**src/rtl/lldnc_ram.sv**
```systemverilog
`default_nettype none
// ----------------------------------------------------------------------------
// lldnc_ram: generic RAM with one write port and two registered read ports
// A read returns the contents from before a write to the same address in the
// same cycle.
// ----------------------------------------------------------------------------
module lldnc_ram #(
    parameter int WIDTH = 8,
    parameter int DEPTH = 16
) (
    input  logic                     clk,
    input  logic                     wr_en,
    input  logic [$clog2(DEPTH)-1:0] wr_addr,
    input  logic [WIDTH-1:0]         wr_data,
    input  logic [$clog2(DEPTH)-1:0] rd_addr_a,
    output logic [WIDTH-1:0]         rd_data_a,
    input  logic [$clog2(DEPTH)-1:0] rd_addr_b,
    output logic [WIDTH-1:0]         rd_data_b
);

    logic [WIDTH-1:0] mem [DEPTH];
    logic [WIDTH-1:0] rd_data_a_reg;
    logic [WIDTH-1:0] rd_data_b_reg;

    always_ff @(posedge clk)
    begin
        if (wr_en)
        begin
            mem[wr_addr] <= wr_data;
        end
        rd_data_a_reg <= mem[rd_addr_a];
        rd_data_b_reg <= mem[rd_addr_b];
    end

    assign rd_data_a = rd_data_a_reg;
    assign rd_data_b = rd_data_b_reg;

endmodule

`default_nettype wire

```
**config.mk**
```make
export PLATFORM = sky130hd
export DESIGN_NAME = lldnc_ram
export DESIGN_NICKNAME = d
export VERILOG_FILES = /design/src/rtl/lldnc_ram.sv
export SDC_FILE = /design/constraint.sdc
export NUM_CORES = 1
export LEC_CHECK = 0
export BUFFER_PORTS_ARGS = -buffer_cell sky130_fd_sc_hd__buf_2
export CAP_MARGIN = 5
export CORE_MARGIN = 3
export CORE_UTILIZATION = 40
export DETAILED_ROUTE_END_ITERATION = 8
export GPL_TIMING_DRIVEN = 0
export PLACE_DENSITY = 0.63
export SLEW_MARGIN = 20
export SYNTH_ARGS = -nofsm -noshare
export SYNTH_HDL_FRONTEND = slang
export SYNTH_SLANG_ARGS = --single-unit
```
**constraint.sdc**
```tcl
create_clock -name clk -period 1.87 [get_ports clk]
set_input_delay 0.187 -clock clk [delete_from_list [all_inputs] [get_ports clk]]
set_output_delay 0.187 -clock clk [all_outputs]
set_load 0.02 [all_outputs]
```
==> results of run 1 <==
layout make-up:
type | count | area (µm²) | area share [%]
Timing Repair Buffer | 38 | 197.7 | 2.661
Tap cell | 211 | 264.0 | 3.554
Clock buffer | 22 | 464.2 | 6.249
Multi-Input combinational cell | 143 | 2029 | 27.32
Clock inverter | 10 | 136.4 | 1.836
Sequential cell | 144 | 4164 | 56.06
Buffer | 20 | 172.7 | 2.324
worst max-delay path by stage:
stage	cells after the start	from	to	slack, ps
after floorplan	2	wr_addr[2]	mem[0][0]$_DFFE_PP_	190
after global placement	3	wr_addr[2]	mem[0][1]$_DFFE_PP_	-600
after detailed placement	3	wr_addr[2]	mem[1][2]$_DFFE_PP_	-180
after CTS	3	wr_addr[2]	mem[1][1]$_DFFE_PP_	260
after global routing	3	wr_addr[2]	mem[3][3]$_DFFE_PP_	210
final	3	wr_addr[2]	mem[1][1]$_DFFE_PP_	230
where the power goes:
part	leakage (nW)	internal, mW	switching [mW]
sequential	1.29	3.60	0.0310
combinational	0.970	0.258	0.350
clock	0.286	2.16	1.23
total	2.55	6.02	1.62
layout by cell type (no fill, tap or decap), types with 4 or more instances in the layout:
master | synthesis | layout
edfxtp_1 | 128 | 128
clkdlybuf4s25_2 | 6 | 6
buf_4 | 2 | 5
mux4_2 | 34 | 34
nor3_2 | 0 | 4
a22oi_1 | 32 | 32
dfxtp_1 | 16 | 16
buf_2 | 6 | 41
nand2_1 | 17 | 17
nor2_1 | 14 | 14
buf_6 | 6 | 6
mux4_1 | 28 | 28
clkbuf_16 | 0 | 17
kinds of logic after synthesis:
group	Yosys count	share of synthesized area, %
mux	64	24.45
flops	144	65.62
compound gates	32	3.785
buf+inv	20	2.721
simple gates	47	3.430
layer usage:
metal	GRT usage (%)	share of wire, %	up-vias
li1	-	-	1458
met1	24.10	41	1783
met2	27.22	49	160
met3	4.542	6.6	28
met4	7.993	2.9	0
met5	0	0	-
==> metrics.md, run 1 <==
| Metric | Value |
|---|---|
| Crit path capture type | register |
| Worst Hold Slack | 146.6 ps |
| Async SR Flop Fraction | 0% |
| Worst Tran Pin Value | 1097 ps |
| Area growth syn-to-layout | 17.05% |
| Final Critical Period | 1635 ps |
| Synth top area cells | edfxtp_1 61%, mux4_2 12%, mux4_1 12% |
| Io pins | 38 |
| First-pass GRT wire length | 22.16 mm |
| FMAX | 611.6 MHz |
| Count leader, synth | edfxtp_1 |
| Worst-Skew Late Latency | 420 ps |
| Die area | 17,410 µm² |
| Root Driver | clkbuf_16 |
| Power, Total | 7.636 mW |
| Seq cells post-synth | 144 |
| Worst path required time | 1900 ps |
| Core Area | 15,370 µm² |
| Final Skew | 8.630 ps |
| Unrepaired setup endpoints after global routing | false |
| ANT cells | 0 |
| Synth top cells by count | 128 x edfxtp_1, 34 x mux4_2, 32 x a22oi_1, 28 x mux4_1, 17 x nand2_1 |
| Initial Utilization | 41.29% |
| Hold EP | mem[2][6]$_DFFE_PP_ |
| Clock Sinks | 144 |
| Cts hold-fix bufs | 0 |
| CP peak stage delay | 850 ps |
| Grt total ovfl | 0 |
| Slew headroom | 26.62% |
| FF-to-FF Start | mem[3][0]$_DFFE_PP_ |
| H-Tree Level Count | 4 |
| Post-route cell area | 7428 µm² |
| Post-detailed-route via-to-cell ratio | 5.832 |
| Min-delay worst type | primary input to register |
| Final TNS setup | 0 ps |
| Total Wirelength | 14.89 mm |
| DRC viols | 0 |
| Largest net degree at the start of global routing | 17 |
| Register area share after synthesis | 65.62% |
| Number of synthesized flops with an enable pin | 128 |
| Peak supply drop | 659.4 µV |
| Vias in the first global route | 3,590 |
| CP max stage cell | nor2_1 |
| Final Slew Violations | 0 |
| Critical-path cell list | buf_2, or3b_2, nor2_1 |
| P per Cell Area | 1028 nW/µm² |
| CP Launch Type | primary input |
| Worst Hold Launch | wr_data[6] |
| Fin. Hold Viols | 0 |
| Synthesis Warnings | 0 |
| Detailed placer's ending HPWL | 9.799 mm |
| Worst hold path depth | 1 |
| Post-cts resize count | 0 |
| Average wire per standard cell | 25.32 µm |
| Top_reg_cell synth | edfxtp_1 |
| Leak | 2.547 nW |
| Bufs and invs on worst path | 1 |
| WS Path Type | primary input to register |
| Syn avg cell area | 20.67 µm² |
| Placement Cell Area | 6828 µm² |
| Synth Cell Area | 6346 µm² |
| Final #Nets | 386 |
| CTS buffer count | 17 |
| Post-Syn Instances | 307 |
| Yosys top cell area share | 60.57% |
| CTS tree | built |
| Crit-path max FO | 8 |
| Worst-path clk slew | 60 ps |
| Syn_nets | 329 |
| Final worst slack | 234.9 ps |
| Cell variety after synth | 20 |
| Postcts setup bufs | 0 |
| Drt first-iter violations | 506 |
| Initial antenna violation count | 0 |
| CP top delay family | simple AND/OR/NAND/NOR gates |
| Drt first pass iters | 5 |
| CP Data Arrival Time | 1670 ps |
| Worst R2R Setup Slack | 270 ps |
| Ratio of final minimum period to clock period | 87.44% |
| Std-Cell Rows | 45 |
| Gpl congestion | 0.7563 |
| Max reg flops | 128 |
| Via count | 3,429 |
| Die span in y | 132.0 µm |
| IO Port Bufs | 35 |
| Post-DRT Antenna Nets | 0 |
| Final setup vio count | 0 |
| Worst slack at placement | -178.2 ps |
| Die width | 132.0 µm |
| Layout cells sized above 1 | 33.95% |
| Fillers | 1,271 |
| Final Core Density | 48.33% |
| Total track usage | 17.75% |
| Cell taking the most area after synthesis | edfxtp_1 |
| Final non-filler cell total | 588 |
| Status | completed |
| Max-cap viol count | 0 |
| Placed Cells | 556 |
| Cells on worst reg2reg path | 3 |
| Max clock buf depth | 2 |
| RR Endpoint | rd_data_a[0]$_DFF_P_ |
Note: power is estimated with default switching activity, not from simulation.
==> run 2: changes to the inputs <==
- ABC_AREA: not set -> 1
- SETUP_SLACK_MARGIN: not set -> 0.02
==> run 2 against run 1 <==
Against the previous run: cell area is 13% higher; highest routed layer unchanged; cell count is 94% higher; maximum frequency is 15% higher; worst setup slack better by 210 ps; critical path depth stayed put; critical path type unchanged; register-to-register slack better by 430 ps; sequential power hardly changed; total power is 11% higher.
==> metrics.md, run 2 <==
| Metric | Value |
|---|---|
| Status | completed |
| Final Slew Violations | 0 |
| Initial Utilization | 41.40% |
| Placement Cell Area | 7696 µm² |
| P per Cell Area | 1007 nW/µm² |
| Slew headroom | 26.00% |
| CP startpoint | wr_addr[2] |
| Largest net degree at the start of global routing | 17 |
| Final setup vio count | 0 |
| Average wire per standard cell | 20.78 µm |
| Top_reg_cell synth | edfxtp_1 |
| FF-to-FF Start | mem[14][7]$_DFFE_PP_ |
| Final Critical Period | 1420 ps |
| Post-DRT Antenna Nets | 0 |
| Total track usage | 24.57% |
| Std-Cell Rows | 48 |
| Die width | 140.7 µm |
| Fillers | 1,661 |
| RR Endpoint | rd_data_a[7]$_DFF_P_ |
| Synth Area in Adders | 0% |
| Synth Area in Simple Gates | 30.92% |
| Setup crit end | mem[10][5]$_DFFE_PP_ |
| Worst-Skew Late Latency | 430 ps |
| Initial antenna violation count | 0 |
| Async SR Flop Fraction | 0% |
| Final #Nets | 923 |
| Sequential Area | 4164 µm² |
| Total Wirelength | 23.67 mm |
| XOR/XNOR Fraction of Synth Area | 0% |
| Crit-path max FO | 8 |
| Final TNS setup | 0 ps |
| Via count | 6,202 |
| Area of the multi-input gates | 2245 µm² |
| Final Skew | 12.54 ps |
| Number of synthesized flops with an enable pin | 128 |
| Post-Syn Instances | 851 |
| FMAX | 704.1 MHz |
| Worst path required time | 1920 ps |
| Seq cells post-synth | 144 |
| Postcts setup bufs | 0 |
| Unrepaired setup endpoints after global routing | false |
| Grt total ovfl | 0 |
| Vias in the first global route | 5,797 |
| Area growth syn-to-layout | 15.44% |
| First-pass GRT wire length | 35.56 mm |
| Die area | 19,800 µm² |
| Yosys top cell area share | 52.95% |
| Max-cap viol count | 0 |
| WS Path Type | primary input to register |
| Cell variety after synth | 13 |
| Detailed placer's ending HPWL | 16.21 mm |
| Die span in y | 140.7 µm |
| DRC viols | 0 |
| Synth Area in Compound Gates | 0% |
| Synthesis Warnings | 0 |
| Clock Sinks | 144 |
| Ratio of final minimum period to clock period | 75.95% |
| Syn_nets | 873 |
| Post-detailed-route via-to-cell ratio | 5.445 |
| Synth top cells by count | 277 x nand2_1, 225 x nand3_1, 134 x inv_1, 128 x edfxtp_1, 26 x buf_2 |
| Max clock buf depth | 2 |
| Peak supply drop | 695.1 µV |
| Gpl congestion | 0.9674 |
| CP Launch Type | primary input |
| Min-delay worst type | primary input to register |
| H-Tree Level Count | 4 |
| Leak | 3.811 nW |
| Count leader, synth | nand2_1 |
| Post-cts resize count | 0 |
| Synth Cell Area | 7259 µm² |
| Worst Tran Pin Value | 1106 ps |
| Multiplexer area fraction after synthesis | 0% |
| Root Driver | clkbuf_16 |
| Worst R2R Setup Slack | 700 ps |
| Core Area | 17,540 µm² |
| ANT cells | 0 |
| IO Port Bufs | 31 |
| Worst-path clk slew | 60 ps |
| Cts hold-fix bufs | 0 |
| Syn avg cell area | 8.531 µm² |
| Most frequent cells in the layout | 277 x nand2_1, 225 x nand3_1, 134 x inv_1 |
| Cell taking the most area after synthesis | edfxtp_1 |
| Max reg flops | 128 |
| Fin. Hold Viols | 0 |
| CTS buffer count | 17 |
| Drt first pass iters | 6 |
| CTS tree | built |
| Io pins | 38 |
| Crit path capture type | register |
| Drt first-iter violations | 971 |
| Cells on worst reg2reg path | 6 |
| CP Data Arrival Time | 1470 ps |
| Register area share after synthesis | 57.36% |
| Layout cells sized above 1 | 11.93% |
| Main combinational cell family by area after synthesis | simple AND/OR/NAND/NOR gates |
| Synth top area cells | edfxtp_1 53%, nand3_1 16%, nand2_1 14% |
| Commonest non-fill, non-tap cell in the layout | nand2_1 |
| Post-route cell area | 8381 µm² |
## run 2: cell count changes after synthesis, sizes merged, moves of 3 or more
| cell | previous run | this run |
|---|---|---|
| a22oi | 32 | 0 |
| buf | 14 | 45 |
| clkbuf | 0 | 3 |
| clkdlybuf4s25 | 6 | 0 |
| inv | 0 | 138 |
| mux4 | 64 | 0 |
| nand2 | 17 | 277 |
| nand3 | 1 | 225 |
| nor2 | 14 | 17 |
| nor3 | 4 | 0 |
## run 2: worst min-delay path by stage
stage	start	to	slack (ps)	cells after the start
floorplan	wr_data[0]	mem[0][0]$_DFFE_PP_	290	0
global placement	rd_data_a[1]$_DFF_P_	rd_data_a[1]	600	1
detailed placement	rd_data_b[1]$_DFF_P_	rd_data_b[1]	600	1
CTS	wr_data[7]	mem[15][7]$_DFFE_PP_	160	1
global route	wr_data[7]	mem[2][7]$_DFFE_PP_	170	1
finish	wr_data[7]	mem[15][7]$_DFFE_PP_	170	1
## run 2: where the power goes
group	total, mW	switching, mW	internal [mW]
registers	3.62	0.0193	3.60
logic	0.873	0.629	0.244
clock network	3.95	1.29	2.66
## run 2: layer usage
metal / vias up / GRT usage [%] / routed length (µm)
met5: - / 0 / 0
met4: 0 / 10.91 / 844
met3: 57 / 7.293 / 2890
met2: 417 / 35.94 / 10230
met1: 2886 / 33.89 / 9701
li1: 2842 / - / -
## run 2: cell type report
type / instances / area share, %
clock buffer: 20 / 5.330
multi-input combinational: 521 / 26.78
buffer: 48 / 3.971
tap: 225 / 3.359
inverter: 138 / 6.181
clock inverter: 12 / 2.837
timing repair buffer: 31 / 1.851
sequential: 144 / 49.69
## run 2: cell families after synthesis
family                 after synthesis
AND/OR/NAND/NOR                    521
buffers and inverters              186
flip-flops                         144
## run 2: critical path: stages
cell	delay, ps
buf_2	110
nand3b_1	270
nor2_1	890
## run 2: through the flow
step | hold WS, ps | power (mW) | util, % | setup slack, ps | cells
global placement | 603.1 | 4.522 | 43.89 | 106.5 | 1107
detailed placement | 602.4 | 4.528 | 43.89 | 65.44 | 1107
floorplan | 285.9 | 4.191 | - | 732.2 | 851
CTS | 162.3 | 8.442 | 47.79 | 517.9 | 1139
finish | 168.4 | 8.439 | 47.79 | 449.7 | 1139
global route | 167.3 | 8.674 | 47.79 | 434.5 | 1139
==> run 3: changes to the inputs <==
- PLACE_DENSITY: 0.63 -> 0.65
- clock period: 1.87 -> 1.17 ns (I/O delays scaled with it)
==> run 3 against run 2 <==
Against the previous run: sequential power increased by 60%; worst setup slack got worse by 430 ps; combinational power increased by 63%; highest routed layer unchanged.
==> metrics.md, run 3 (same netlist as run 2, synthesis figures left out) <==
| Metric | Value |
|---|---|
| Std-Cell Rows | 48 |
| Leak | 3.757 nW |
| Crit-path max FO | 2 |
| Crit path capture type | register |
| Final Skew | 9.739 ps |
| Final setup vio count | 0 |
| Slew headroom | 44.01% |
| Average wire per standard cell | 21.19 µm |
| Unrepaired setup endpoints after global routing | false |
| H-Tree Level Count | 4 |
| Core Area | 17,540 µm² |
| Clock Sinks | 144 |
| Cells on worst reg2reg path | 6 |
| P per Cell Area | 1480 nW/µm² |
| Final Slew Violations | 0 |
| Detailed placer's ending HPWL | 16.26 mm |
| Max reg flops | 128 |
| Io pins | 38 |
| Largest net degree at the start of global routing | 17 |
| FF-to-FF Start | mem[15][7]$_DFFE_PP_ |
| Final #Nets | 923 |
| Peak supply drop | 1064 µV |
| Die width | 140.7 µm |
| Cts hold-fix bufs | 0 |
| Hold EP | mem[14][7]$_DFFE_PP_ |
| Max-cap viol count | 0 |
| Total track usage | 24.79% |
| Worst Hold Launch | wr_data[7] |
| Worst-Skew Late Latency | 430 ps |
| Status | completed |
| FMAX | 872.1 MHz |
| Initial Utilization | 41.40% |
| Post-DRT Antenna Nets | 0 |
| Worst path required time | 1470 ps |
| Drt first pass iters | 6 |
| Worst-path clk slew | 70 ps |
| ANT cells | 0 |
| Worst slack at placement | -591.8 ps |
| Worst R2R Setup Slack | 20 ps |
| Ratio of final minimum period to clock period | 98.01% |
| Postcts setup bufs | 0 |
| CTS tree | built |
| Via count | 6,261 |
| DRC viols | 0 |
| WS Path Type | register to register |
| Final Critical Period | 1147 ps |
| Area growth syn-to-layout | 14.79% |
| CP Launch Type | register |
| Layout cells sized above 1 | 14.33% |
| RR Endpoint | rd_data_a[7]$_DFF_P_ |
| Post-detailed-route via-to-cell ratio | 5.497 |
| Max clock buf depth | 2 |
| Final worst slack | 23.34 ps |
| CTS buffer count | 17 |
| Total Wirelength | 24.13 mm |
| Min-delay worst type | primary input to register |
| Fin. Hold Viols | 0 |
| Vias in the first global route | 5,855 |
| Worst hold path depth | 1 |
| IO Port Bufs | 31 |
| Grt total ovfl | 0 |
| Initial antenna violation count | 0 |
| Die area | 19,800 µm² |
| Worst Tran Pin Value | 836.8 ps |
| Root Driver | clkbuf_16 |
| CP Data Arrival Time | 1450 ps |
| Gpl congestion | 0.9730 |
| Die span in y | 140.7 µm |
| First-pass GRT wire length | 35.91 mm |
| Most frequent cells in the layout | 277 x nand2_1, 214 x nand3_1, 132 x inv_1 |
| Final TNS setup | 0 ps |
| Drt first-iter violations | 935 |
| Commonest non-fill, non-tap cell in the layout | nand2_1 |
==> run 3: worst max-delay path: stages (launching register included) <==
cell      delay, ps
edfxtp_1        360
inv_1           120
nand2_1          70
nand3_1         110
nand3_2         130
nand3_1         140
nand2_1         100
==> run 3: worst max-delay path by stage <==
stage | slack (ps) | endpoint | cells after the start | startpoint
2_1_floorplan | 100 | mem[4][0]$_DFFE_PP_ | 2 | wr_addr[3]
3_3_place_gp | -540 | mem[5][4]$_DFFE_PP_ | 3 | wr_addr[3]
3_5_place_dp | -590 | mem[5][1]$_DFFE_PP_ | 3 | wr_addr[3]
4_1_cts | -110 | mem[4][4]$_DFFE_PP_ | 3 | wr_addr[3]
5_1_grt | 8 | rd_data_a[7]$_DFF_P_ | 6 | mem[15][7]$_DFFE_PP_
6_report | 20 | rd_data_a[7]$_DFF_P_ | 6 | mem[15][7]$_DFFE_PP_
==> run 3: per-layer routing <==
| metal | track usage [%] | vias up | share of wire [%] |
|---|---|---|---|
| met2 | 36.16 | 439 | 43 |
| met4 | 10.76 | 0 | 3.9 |
| li1 | - | 2842 | - |
| met3 | 6.920 | 77 | 12 |
| met1 | 34.65 | 2903 | 41 |
| met5 | 0 | - | 0 |
==> run 3: where the power goes <==
part           internal [mW]  leakage, nW  switching (mW)  total (mW)
clock network           2.95        0.260            2.17        5.12
registers               5.75         1.29          0.0340        5.78
logic                  0.397         2.21            1.03        1.42
==> run 3: through the flow <==
stage / std cells / cell area [µm²] / hold WS [ps] / util [%] / total power [mW]
global placement: 1107 / 7696 / 532.9 / 43.89 / 7.228
detailed placement: 1107 / 7696 / 534.7 / 43.89 / 7.243
global route: 1139 / 8333 / 117.0 / 47.52 / 12.72
floorplan: 851 / 7259 / 215.9 / - / 6.698
finish: 1139 / 8333 / 108.9 / 47.52 / 12.33
CTS: 1139 / 8270 / 96.55 / 47.16 / 12.28
==> run 3: final cells by class <==
type	instances	area, µm²
Fill cell	1667	9204
Timing Repair Buffer	31	155.1
Tap cell	225	281.5
Inverter	138	518.0
Multi-Input combinational cell	521	2320
Clock buffer	20	479.2
Clock inverter	12	82.58
Buffer	48	332.8
Sequential cell	144	4164
==> run 3: timing repair <==
item                                    in CTS  in global routing
gates resized for setup                      5                 16
pin swaps                                    0                  1
endpoints found under the setup margin      56                 33
